--- src/rtl/subnet_coincidence_trigger_voter_assert.svh ---
// Assertion macros for the subnet coincidence voter.
// Every macro samples on clk and is off while rst_n is low.
`ifndef SUBNET_COINCIDENCE_TRIGGER_VOTER_ASSERT_SVH
`define SUBNET_COINCIDENCE_TRIGGER_VOTER_ASSERT_SVH

// Consequent must hold in the same cycle as the antecedent.
`define SCTV_ASSERT_SAME(label, ante, cons, msg) \
    label: assert property (@(posedge clk) disable iff (!rst_n) (ante) |-> (cons)) \
        else $error(msg);

// Consequent must hold in the cycle after the antecedent.
`define SCTV_ASSERT_NEXT(label, ante, cons, msg) \
    label: assert property (@(posedge clk) disable iff (!rst_n) (ante) |=> (cons)) \
        else $error(msg);

`endif

--- src/rtl/sctv_pkg.sv ---
`timescale 1ns / 1ps

package sctv_pkg;

    // Default sizing
    localparam int DEF_NUM_STATIONS = 64;
    localparam int DEF_NUM_SUBNETS  = 32;

    // Field widths
    localparam int REQ_W      = 2;
    localparam int SIDX_W     = 5;
    localparam int MASK_W     = 64;
    localparam int VOTE_W     = 7;
    localparam int DUR_W      = 22;
    localparam int ACT_W      = 6;
    localparam int FLAG_W     = 32;
    localparam int CFG_IDX_W  = 2;
    localparam int CFG_DATA_W = 16;
    localparam int SUB_CFG_W  = 6;
    localparam int TIME_W     = 16;

    // Request codes
    localparam logic [REQ_W-1:0] REQ_LOAD  = 2'd0;
    localparam logic [REQ_W-1:0] REQ_EVAL  = 2'd1;
    localparam logic [REQ_W-1:0] REQ_CLEAR = 2'd2;

    // Configuration register indexes
    localparam logic [CFG_IDX_W-1:0] CFG_SUBNETS_IN_USE = 2'd0;
    localparam logic [CFG_IDX_W-1:0] CFG_NET_TRIG_DUR   = 2'd1;
    localparam logic [CFG_IDX_W-1:0] CFG_SUBNET_CONTRIB = 2'd2;

    typedef struct packed {
        logic [REQ_W-1:0]  req_type;
        logic [SIDX_W-1:0] subnet_index;
        logic [MASK_W-1:0] member_mask;
        logic [VOTE_W-1:0] min_votes;
        logic [MASK_W-1:0] station_triggered;
    } request_t;

    typedef struct packed {
        logic [DUR_W-1:0]  duration;
        logic              net_active;
        logic [ACT_W-1:0]  active_count;
        logic [ACT_W-1:0]  max_active;
        logic [FLAG_W-1:0] fired_flags;
    } result_t;

    typedef enum logic [1:0] {
        ST_IDLE,
        ST_SCAN,
        ST_CALC,
        ST_EMIT
    } sctv_state_t;

    // Controller to datapath
    typedef struct packed {
        logic accept;
        logic issue;
        logic calc;
        logic load_out;
    } sctv_cmd_t;

    // Datapath to controller
    typedef struct packed {
        logic req_eval;
        logic scan_done;
        logic pipe_busy;
        logic out_free;
    } sctv_status_t;

endpackage

--- src/rtl/sctv_ctrl.sv ---
`timescale 1ns / 1ps

module sctv_ctrl
    import sctv_pkg::*;
(
    input  logic         clk,
    input  logic         rst_n,
    input  logic         request_valid,
    output logic         request_stall,
    input  sctv_status_t status,
    output sctv_cmd_t    cmd
);

    sctv_state_t state_reg;
    sctv_state_t state_next;

    always_ff @(posedge clk or negedge rst_n)
    begin
        if (!rst_n)
        begin
            state_reg <= ST_IDLE;
        end
        else
        begin
            state_reg <= state_next;
        end
    end

    always_comb
    begin
        state_next = state_reg;
        unique case (state_reg)
            ST_IDLE:
            begin
                if (request_valid)
                begin
                    state_next = status.req_eval ? ST_SCAN : ST_EMIT;
                end
            end
            ST_SCAN:
            begin
                // leave once every entry is issued and the count pipe is empty
                if (status.scan_done && !status.pipe_busy)
                begin
                    state_next = ST_CALC;
                end
            end
            ST_CALC:
            begin
                state_next = ST_EMIT;
            end
            ST_EMIT:
            begin
                if (status.out_free)
                begin
                    state_next = ST_IDLE;
                end
            end
            default:
            begin
                state_next = ST_IDLE;
            end
        endcase
    end

    always_comb
    begin
        request_stall = (state_reg != ST_IDLE);
        cmd.accept    = (state_reg == ST_IDLE) && request_valid;
        cmd.issue     = (state_reg == ST_SCAN) && !status.scan_done;
        cmd.calc      = (state_reg == ST_CALC);
        cmd.load_out  = (state_reg == ST_EMIT) && status.out_free;
    end

endmodule

--- src/rtl/sctv_datapath.sv ---
`timescale 1ns / 1ps

module sctv_datapath
    import sctv_pkg::*;
#(
    parameter int NUM_STATIONS = DEF_NUM_STATIONS,
    parameter int NUM_SUBNETS  = DEF_NUM_SUBNETS
)
(
    input  logic                  clk,
    input  logic                  rst_n,
    input  request_t              request,
    output result_t               result,
    output logic                  result_valid,
    input  logic                  result_stall,
    input  logic                  cfg_we,
    input  logic [CFG_IDX_W-1:0]  cfg_index,
    input  logic [CFG_DATA_W-1:0] cfg_data,
    input  sctv_cmd_t             cmd,
    output sctv_status_t          status
);

    localparam int IDX_W     = (NUM_SUBNETS > 1) ? $clog2(NUM_SUBNETS) : 1;
    localparam int CNT_W     = $clog2(NUM_SUBNETS + 1);
    localparam int NUM_BYTES = (NUM_STATIONS + 7) / 8;
    localparam int PAD_W     = NUM_BYTES * 8;
    localparam logic [SUB_CFG_W-1:0] SUBNETS_MAX = SUB_CFG_W'(NUM_SUBNETS);

    function automatic logic [3:0] count_byte(input logic [7:0] b);
        logic [3:0] n;
        n = '0;
        for (int i = 0; i < 8; i++)
        begin
            n = n + 4'(b[i]);
        end
        return n;
    endfunction

    // Configuration registers
    logic [SUB_CFG_W-1:0] subnets_reg;
    logic [TIME_W-1:0]    net_dur_reg;
    logic [TIME_W-1:0]    contrib_reg;

    always_ff @(posedge clk or negedge rst_n)
    begin
        if (!rst_n)
        begin
            subnets_reg <= '0;
            net_dur_reg <= '0;
            contrib_reg <= '0;
        end
        else if (cfg_we)
        begin
            unique case (cfg_index)
                CFG_SUBNETS_IN_USE: subnets_reg <= cfg_data[SUB_CFG_W-1:0];
                CFG_NET_TRIG_DUR:   net_dur_reg <= cfg_data;
                CFG_SUBNET_CONTRIB: contrib_reg <= cfg_data;
                default:            ;
            endcase
        end
    end

    // Saturate entry count to the table depth
    logic [CNT_W-1:0] limit;
    assign limit = (subnets_reg > SUBNETS_MAX) ? CNT_W'(NUM_SUBNETS)
                                               : subnets_reg[CNT_W-1:0];

    logic is_load;
    logic is_clear;
    logic mem_we;
    assign is_load  = (request.req_type == REQ_LOAD);
    assign is_clear = (request.req_type == REQ_CLEAR);
    assign mem_we   = cmd.accept && is_load
                      && ({1'b0, request.subnet_index} < SUBNETS_MAX);

    // Scan address counter
    logic [CNT_W-1:0] scan_cnt_reg;
    logic [IDX_W-1:0] rd_addr;
    assign rd_addr = scan_cnt_reg[IDX_W-1:0];

    // Subnet table
    logic [NUM_STATIONS-1:0] mask_mem [NUM_SUBNETS];
    logic [VOTE_W-1:0]       vote_mem [NUM_SUBNETS];
    logic [NUM_STATIONS-1:0] rd_mask_reg;
    logic [VOTE_W-1:0]       rd_vote_reg;

    always_ff @(posedge clk)
    begin
        if (mem_we)
        begin
            mask_mem[request.subnet_index[IDX_W-1:0]] <= request.member_mask[NUM_STATIONS-1:0];
            vote_mem[request.subnet_index[IDX_W-1:0]] <= request.min_votes;
        end
        if (cmd.issue)
        begin
            rd_mask_reg <= mask_mem[rd_addr];
            rd_vote_reg <= vote_mem[rd_addr];
        end
    end

    // Count pipeline: table read, byte counts, sum and compare
    logic                    p1_valid_reg;
    logic                    p2_valid_reg;
    logic [IDX_W-1:0]        p1_idx_reg;
    logic [IDX_W-1:0]        p2_idx_reg;
    logic [VOTE_W-1:0]       p2_vote_reg;
    logic [3:0]              bc_reg [NUM_BYTES];
    logic [NUM_STATIONS-1:0] trig_reg;
    logic [PAD_W-1:0]        masked_pad;
    logic [VOTE_W-1:0]       vote_sum;
    logic                    fire;

    assign masked_pad = PAD_W'(rd_mask_reg & trig_reg);

    always_comb
    begin
        vote_sum = '0;
        for (int b = 0; b < NUM_BYTES; b++)
        begin
            vote_sum = vote_sum + VOTE_W'(bc_reg[b]);
        end
    end

    assign fire = p2_valid_reg && (vote_sum >= p2_vote_reg);

    always_ff @(posedge clk or negedge rst_n)
    begin
        if (!rst_n)
        begin
            scan_cnt_reg <= '0;
            p1_valid_reg <= 1'b0;
            p2_valid_reg <= 1'b0;
        end
        else
        begin
            if (cmd.accept)
            begin
                scan_cnt_reg <= '0;
            end
            else if (cmd.issue)
            begin
                scan_cnt_reg <= scan_cnt_reg + 1'b1;
            end
            p1_valid_reg <= cmd.issue;
            p2_valid_reg <= p1_valid_reg;
        end
    end

    always_ff @(posedge clk)
    begin
        if (cmd.accept)
        begin
            trig_reg <= request.station_triggered[NUM_STATIONS-1:0];
        end
        p1_idx_reg  <= rd_addr;
        p2_idx_reg  <= p1_idx_reg;
        p2_vote_reg <= rd_vote_reg;
        for (int b = 0; b < NUM_BYTES; b++)
        begin
            bc_reg[b] <= count_byte(masked_pad[b*8 +: 8]);
        end
    end

    // Vote state
    logic [NUM_SUBNETS-1:0] sticky_reg;
    logic [ACT_W-1:0]       active_cnt_reg;
    logic [ACT_W-1:0]       max_reg;
    logic [DUR_W-1:0]       duration_reg;

    always_ff @(posedge clk or negedge rst_n)
    begin
        if (!rst_n)
        begin
            sticky_reg     <= '0;
            active_cnt_reg <= '0;
            max_reg        <= '0;
        end
        else
        begin
            if (cmd.accept)
            begin
                active_cnt_reg <= '0;
                if (is_clear)
                begin
                    sticky_reg <= '0;
                    max_reg    <= '0;
                end
            end
            else if (fire)
            begin
                sticky_reg[p2_idx_reg] <= 1'b1;
                active_cnt_reg         <= active_cnt_reg + 1'b1;
            end
            if (cmd.calc && (active_cnt_reg > max_reg))
            begin
                max_reg <= active_cnt_reg;
            end
        end
    end

    always_ff @(posedge clk)
    begin
        if (cmd.accept)
        begin
            duration_reg <= '0;
        end
        else if (cmd.calc && (active_cnt_reg != '0))
        begin
            duration_reg <= DUR_W'(net_dur_reg)
                            + DUR_W'(DUR_W'(active_cnt_reg) * DUR_W'(contrib_reg));
        end
    end

    // Output register
    logic    result_valid_reg;
    result_t result_reg;

    always_ff @(posedge clk or negedge rst_n)
    begin
        if (!rst_n)
        begin
            result_valid_reg <= 1'b0;
        end
        else if (cmd.load_out)
        begin
            result_valid_reg <= 1'b1;
        end
        else if (!result_stall)
        begin
            result_valid_reg <= 1'b0;
        end
    end

    always_ff @(posedge clk)
    begin
        if (cmd.load_out)
        begin
            result_reg.duration     <= duration_reg;
            result_reg.net_active   <= (active_cnt_reg != '0);
            result_reg.active_count <= active_cnt_reg;
            result_reg.max_active   <= max_reg;
            result_reg.fired_flags  <= FLAG_W'(sticky_reg);
        end
    end

    assign result       = result_reg;
    assign result_valid = result_valid_reg;

    assign status.req_eval  = (request.req_type == REQ_EVAL);
    assign status.scan_done = (scan_cnt_reg == limit);
    assign status.pipe_busy = p1_valid_reg || p2_valid_reg;
    assign status.out_free  = !result_valid_reg || !result_stall;

endmodule

--- src/rtl/subnet_coincidence_trigger_voter.sv ---
`timescale 1ns / 1ps
// Subnet coincidence voter for a seismic trigger network.
// Request channel (request_valid / request_stall / request) carries one item:
// load a subnet entry, evaluate a station trigger vector, or clear the
// sticky fired flags and the running maximum. Every item yields exactly one
// result item on the result channel (result_valid / result_stall / result).
// Configuration (cfg_we / cfg_index / cfg_data) sets the number of subnets
// evaluated and the duration terms; write it only while the block is idle.
// A load, clear or unused request goes straight to its result load. An
// evaluate scans the saturated number of subnets in use: the scan reads
// one table entry per cycle through the subnet table, followed by a
// two-stage popcount pipe, the duration multiply and the result load.
// The block takes one item at a time; request_stall is low only while idle.
// A finished result sits in the output register, so the next item is
// accepted while the result still waits; that item is held before its own
// result load until the receiver takes the old one.
// Reset clears the configuration, the fired flags, the maximum and the
// control state. The subnet table is not cleared: load an entry before
// evaluating it.
`include "subnet_coincidence_trigger_voter_assert.svh"

module subnet_coincidence_trigger_voter
    import sctv_pkg::*;
#(
    parameter int NUM_STATIONS = DEF_NUM_STATIONS,
    parameter int NUM_SUBNETS  = DEF_NUM_SUBNETS
)
(
    input  logic                  clk,
    input  logic                  rst_n,
    input  logic                  request_valid,
    output logic                  request_stall,
    input  request_t              request,
    output logic                  result_valid,
    input  logic                  result_stall,
    output result_t               result,
    input  logic                  cfg_we,
    input  logic [CFG_IDX_W-1:0]  cfg_index,
    input  logic [CFG_DATA_W-1:0] cfg_data
);

    sctv_cmd_t    cmd;
    sctv_status_t status;

    // Sequencing: accept, scan the table, compute duration, load the result
    sctv_ctrl u_ctrl (
        .clk           (clk),
        .rst_n         (rst_n),
        .request_valid (request_valid),
        .request_stall (request_stall),
        .status        (status),
        .cmd           (cmd)
    );

    // Table, vote pipeline, fired flags, configuration and result register
    sctv_datapath #(
        .NUM_STATIONS (NUM_STATIONS),
        .NUM_SUBNETS  (NUM_SUBNETS)
    ) u_datapath (
        .clk          (clk),
        .rst_n        (rst_n),
        .request      (request),
        .result       (result),
        .result_valid (result_valid),
        .result_stall (result_stall),
        .cfg_we       (cfg_we),
        .cfg_index    (cfg_index),
        .cfg_data     (cfg_data),
        .cmd          (cmd),
        .status       (status)
    );

    // An accepted item always keeps the block busy in the cycle after its acceptance
    `SCTV_ASSERT_NEXT(a_busy_after_accept, request_valid && !request_stall, request_stall, "block took a second item back to back")
    // Never load a result while vote counts are still in flight
    `SCTV_ASSERT_SAME(a_load_after_drain, cmd.load_out, !status.pipe_busy, "result loaded with votes in flight")
    // Network activity flag agrees with the active count
    `SCTV_ASSERT_SAME(a_active_flag, result_valid, result.net_active == (result.active_count != '0), "net_active disagrees with active_count")
    // Running maximum bounds this evaluation, and an idle network has no duration
    `SCTV_ASSERT_SAME(a_max_and_duration, result_valid, (result.active_count <= result.max_active) && (result.net_active || (result.duration == '0)), "maximum or duration inconsistent")

endmodule
--- config.mk ---
export PLATFORM = sky130hd
export DESIGN_NAME = subnet_coincidence_trigger_voter
export DESIGN_NICKNAME = d
export VERILOG_FILES = /design/src/rtl/sctv_pkg.sv /design/src/rtl/sctv_ctrl.sv /design/src/rtl/sctv_datapath.sv /design/src/rtl/subnet_coincidence_trigger_voter.sv
export VERILOG_INCLUDE_DIRS = /design/src /design/src/rtl
export SDC_FILE = /design/constraint.sdc
export NUM_CORES = 2
export LEC_CHECK = 0
export ABC_CLOCK_PERIOD_IN_PS = 6500
export BUFFER_PORTS_ARGS = -buffer_cell sky130_fd_sc_hd__buf_2
export CORE_ASPECT_RATIO = 2
export CORE_MARGIN = 3
export CORE_UTILIZATION = 56
export CTS_CLUSTER_SIZE = 40
export DETAILED_ROUTE_END_ITERATION = 8
export PLACE_DENSITY = 0.87
export SYNTH_ARGS = -nofsm -noshare
export SYNTH_HDL_FRONTEND = slang
export SYNTH_SLANG_ARGS = --single-unit
--- constraint.sdc ---
create_clock -name clk -period 6.5 [get_ports clk]
set_input_delay 0 -clock clk [delete_from_list [all_inputs] [get_ports clk]]
set_output_delay 0 -clock clk [all_outputs]
set_load 0.01 [all_outputs]
==> After elaboration in Yosys (flattened, before gate mapping) <==
Memories as Yosys holds them, arrays and structs flattened. A register that Yosys moved wholly into a read port is not among the register bits.
Cells that the tools add are included.
{ "classes": {"add_sub_neg": 66, "multipliers": 1, "n_lt_le_gt_ge": 5, "n_eq_ne": 13, "muxes": 22, "n_bitwise": 2, "reduce_logical": 30} }
{ "ops": {"columns": ["operator", "count"], "rows": [
  ["$add A4 B1 Y4", 48],
  ["$mux W32", 3],
  ["$and A64 B64 Y64", 1],
  ["$mux W6", 8],
  ["$add A7 B4 Y7", 6],
  ["$or A32 B32 Y32", 1],
  ["$add A16 B22 Y22", 1],
  ["$mul A6 B16 Y22", 1],
  ["$add A1 B1 Y2", 8],
  ["$add A6 B1 Y6 const B", 2],
  ["$reduce_and A2 Y1", 5],
  ["$reduce_bool A2 Y1", 5],
  ["$logic_and A1 B1 Y1", 9],
  ["$eq A2 B2 Y1 const B", 4],
  ["$mux W2", 4],
  ["$pmux W2 S4", 1],
  ["$ge A7 B7 Y1", 1],
  ["$eq A2 B1 Y1 const B", 3],
  ["$eq A6 B6 Y1", 1],
  ["$gt A6 B6 Y1", 1],
  ["$gt A6 B6 Y1 const B", 1],
  ["$logic_not A2 Y1", 3],
  ["$lt A5 B6 Y1 const B", 1],
  ["$ne A2 B1 Y1 const B", 3],
  ["9 further kinds", 18]
]} }
{ "word_totals": {"register_bits": 263, "ram_bits": 2304, "in_bits": 165, "output_inout_bits": 69, "wordCells": 163, "memories": 3} }
{ "mem_list": {"columns": ["name", "words", "word_bits", "rd", "rd_clocked_by_memory_dff", "wr", "line_no", "text"], "rows": [
  ["u_datapath.mask_mem", 32, 64, 1, 1, 1, "sctv_datapath.sv:82", "logic [NUM_STATIONS-1:0] mask_mem [NUM_SUBNETS];"],
  ["u_datapath.vote_mem", 32, 7, 1, 1, 1, "sctv_datapath.sv:83", "logic [VOTE_W-1:0] vote_mem [NUM_SUBNETS];"],
  ["u_datapath.bc_reg", 8, 4, 8, 0, 8, "sctv_datapath.sv:107", "logic [3:0] bc_reg [NUM_BYTES];"]
]} }

==> Logic depth before layout (Yosys ltp) <==
An unclocked memory read counts as a cell.
{ "depth": {"ltp_word": 12, "mapped_depth": 23, "ltp_nobuf": 22} }

==> By module <==
Synthesis repeated with hierarchy kept, for this count alone.
{ "hier_totals": {"hier_cells": 4829, "hier_area_um2": 103887.1} }
{ "by_module_without_submodules": {"columns": ["mod", "n_inst", "cells_each", "area_per_inst_um2", "seq_area_each_um2"], "rows": [
  ["sctv_datapath", 1, 4807, 103684.4, 77989.8],
  ["sctv_ctrl", 1, 22, 202.7, 50.0]
]} }

==> Worst setup path before layout <==
No wires, ideal clock.
{ "synth_timing": {"kind": "register -> register", "from": "register u_ctrl.state_reg[0]", "to": "register u_datapath.result_reg (netlist bit u_datapath.result[0]), enable pin", "setup_ns": 0.594, "t_arrival_ns": 5.443, "required_time_ns": 5.906, "setup_slack_ns": 0.463, "stages_incl_launch_ff": 3, "n_path_buf": 0, "period_less_slack_ns": 6.037, "cell_sequence": "dfrtp_1 > ha_1 > a21boi_0"} }
{ "synth_lines": {"columns": ["element", "line_no", "text"], "rows": [
  ["start, declared", "sctv_ctrl.sv:14", "sctv_state_t state_reg;"],
  ["start signal, assigned", "sctv_ctrl.sv:25", "state_reg <= state_next;"],
  ["end, declared", "sctv_datapath.sv:216", "result_t result_reg;"]
]} }

==> impl_metrics.tcl <==
set metrics [dict create \
    status "finished, violations left" \
    relSlewSlack 0.1692 \
    synth_area_leaders "edfxtp_1 72%, mux4_2 15%, fa_1 2.3%" \
    synth_top_area_share 0.7160 \
    start_util 0.5651 \
    fillCellCount 10940 \
    clkPwrFrac 0.276 \
    syn_area_per_cell_um2 22.28 \
    holdCritPathClass "in2reg" \
    ys_ff_latch 2638 \
    cts_root_buffer "clkbuf_16" \
    synth-edff-count 2474 \
    powerDensity_nw_per_um2 402.3 \
    synth_compound_area_frac 0.009841 \
    r2r-start "u_datapath.bc_reg[0][4]" \
    tritoncts "done" \
    min_period_ns 7.034 \
    fmax_mhz 142.2 \
    syn_nets 5042 \
    area_growth_pct 13.69 \
    die_height_um 614.7 \
    die_area_um2 190800 \
    synth_xor_xnor_area_share 0.003630 \
    critPathCaptureType "flip-flop" \
    synthAdderAreaFrac 0.03541 \
    ys_types 57 \
    drv_cap 0 \
    reg2reg_slack_ns -0.53 \
    p_int_w 0.03276 \
    numCtsBuffers 215 \
    pin_count 234 \
    gp_congestion 0.8594 \
    holdPathEnd "u_datapath.mask_mem[14][61]" \
    setup_ws_ns -0.5340 \
    clock-sinks 2638 \
    grt_antenna_before_repair 29 \
    core-area_um2 183600 \
    fin_total_pwr_w 0.04745 \
    grt_pass1_vias 55820 \
    wl_mm 295.4 \
    crit_required_ns 7.21 \
    cp-startpoint "u_datapath.bc_reg[0][4]" \
    yosys_warnings 0 \
    grt_pass1_wl_mm 407.0 \
    wl_per_cell_um 37.31 \
    placedCellCount 7258 \
    start_kind "flip-flop" \
    synth_top_family_by_area "multiplexers" \
    swShare 0.3096 \
    worst_ep_arrival_time_ns 7.75 \
    synth-simple-area-share 0.01734 \
    p_switching_w 0.01469 \
    layout_commonest_cell "edfxtp_1" \
    layout_common_cells "2474 x edfxtp_1, 710 x mux4_2, 247 x dlygate4sd3_1" \
    post-dp-hpwl_mm 142.3 \
    routed_via_density 6.945 \
    dr.first_iter.drc_count 8482 \
    clock_latency_ns 0.88 \
    crit_fanout 8 \
    setup_tns_ns -15.70 \
    final_cells 7917 \
    finalNetCount 5647 \
    first_pass_iters 9 \
    hold_start "request[138]" \
    pwr-share-comb 0.299 \
    grt_max_degree 121 \
    final-setup-viol-count 38 \
    path_clk_slew_ns 0.07 \
    rows 222 \
    seq_power_share 0.425 \
    drc 10 \
    drive_gt1_frac 0.2828 \
    synth_ff_type "edfxtp_1" \
    dp_slack_ns 0.07227 \
    finalCritPeriodShare 1.082 \
    worstSetupPathType "reg2reg" \
    grt_usage 0.3035 \
    min_delay_path_depth 3 \
    synthMuxAreaShare 0.1661 \
    fin_skew_ns 0.06122 \
    tightestPinTransition_ns 1.246 \
    slew_violations 0 \
    largest_reg_flops 2048 \
    finalHoldViolations 0 \
    synth.cell_area_um2 103800 \
    rr_worst_depth 23 \
    clk_path_buf_depth 4 \
    leakage_nw 38.33 \
    io_buffers 233 \
    power.ir.vdd_worst_uv 781.1 \
    die_x_um 310.4 \
    drtAntennaViolNets 0 \
    violations "design-rule violations, negative setup slack" \
    synthArstFlopShare 0.03525 \
    yosysSeqAreaShare 0.7522 \
    synth_top_area_cell "edfxtp_1" \
    num_vias 54980 \
    grt-ovfl-total 0 \
    syn_inst 4656 \
    htreeDepth 4 \
    rr_endpoint "u_datapath.sticky_reg[5]" \
]
logic make-up after synthesis:
logic type | count (synthesis)
DFF | 2638
buffers and inverters | 391
AOI/OAI and AO/OA | 160
xor gates and xnor gates | 43
and+or+nand+nor | 382
adders and majority gates | 221
muxes | 821
Yosys cell counts, types with 2 or more instances:
master	number
a211oi_1	4
a22o_1	24
or3_1	6
nor2b_1	11
a21oi_1	55
buf_1	18
o31ai_1	2
o21ai_0	38
a21o_1	13
clkbuf_1	120
and2_1	58
edfxtp_1	2474
a31oi_1	3
nand3_1	17
nand2_1	170
dfrtp_1	93
mux2i_1	2
mux2_2	109
nand3b_1	5
a32o_1	2
xnor2_1	30
buf_2	55
inv_1	188
o21bai_1	3
nor2_1	65
nor3_1	14
and3_1	7
mux4_2	710
o21a_1	2
fa_1	121
or3b_2	2
ha_1	100
dfxtp_1	71
nand4_1	9
nor3b_1	4
o41ai_1	2
xor2_1	13
nand2b_1	6
o211ai_1	3
buf_6	9
and3b_1	2
layer usage:
metal	GRT usage	wire length, µm
met5	0	261
met4	0.1708	20450
met3	0.06203	36560
met2	0.5017	147700
met1	0.3757	90390
area by class of cell:
cell class / count / area (µm²) / share of cell area
well taps: 2464 / 3083 / 0.02614
clock buffers: 254 / 5662 / 0.04800
inverters: 189 / 711.9 / 0.006035
repair buffers: 590 / 4867 / 0.04126
clock inverters: 134 / 1134 / 0.009610
diodes: 21 / 52.55 / 0.0004455
flip-flops and latches: 2638 / 78060 / 0.6617
multi-input cells: 1627 / 24390 / 0.2068
through the flow:
| stage | util | area (µm²) | hold WS (ns) |
|---|---|---|---|
| after floorplan | - | 103800 | -0.2956 |
| after global placement | 0.5914 | 108600 | -0.06604 |
| after detailed placement | 0.5914 | 108600 | -0.06381 |
| after CTS | 0.6421 | 117900 | 0.01513 |
| after global routing | 0.6424 | 117900 | 0.05501 |
| final | 0.6425 | 118000 | 0.07432 |
worst max-delay path, cell delays in order, from the launching register on:
cell,delay (ns)
dfxtp_1,0.58
ha_2,0.43
inv_1,0.14
fa_2,0.41
xnor2_2,0.19
fa_1,0.55
inv_1,0.08
fa_1,0.50
fa_1,0.43
fa_1,0.54
inv_1,0.06
ha_1,0.29
a21o_1,0.21
a21oi_2,0.22
o21bai_1,0.16
a21oi_2,0.17
xnor2_1,0.17
ha_1,0.33
a21oi_1,0.21
o211ai_1,0.18
buf_4,0.21
and2_2,0.23
and4b_2,0.34
a22o_1,0.22
how the worst max path moves through the flow:
| stage | to | slack [ns] | cells after the start |
|---|---|---|---|
| final | u_datapath.sticky_reg[5] | -0.53 | 23 |
| after global routing | u_datapath.sticky_reg[7] | -0.71 | 24 |
| after CTS | u_datapath.sticky_reg[19] | 0.05 | 24 |
| after detailed placement | u_datapath.sticky_reg[3] | 0.07 | 23 |
| after global placement | u_datapath.sticky_reg[3] | 0.39 | 23 |
| after floorplan | u_datapath.result[0] | 0.46 | 2 |
what timing repair did:
action,in CTS,in global routing
buffers inserted,2,0
setup endpoints to repair,24,24
resized for setup,3,5
hold endpoints to repair,2564,0
pin swaps,2,3
hold buffers,248,0
power by group through the flow:
stage / Combinational, W / Clock (W) / Sequential (W)
2_1_floorplan: 0.00906 / 0 / 0.0202
3_3_place_gp: 0.0119 / 0 / 0.0204
3_5_place_dp: 0.0128 / 0 / 0.0205
4_1_cts: 0.0137 / 0.0131 / 0.0201
5_1_grt: 0.0150 / 0.0137 / 0.0202
6_report: 0.0142 / 0.0131 / 0.0202
Power figures use the tool's default switching activity.
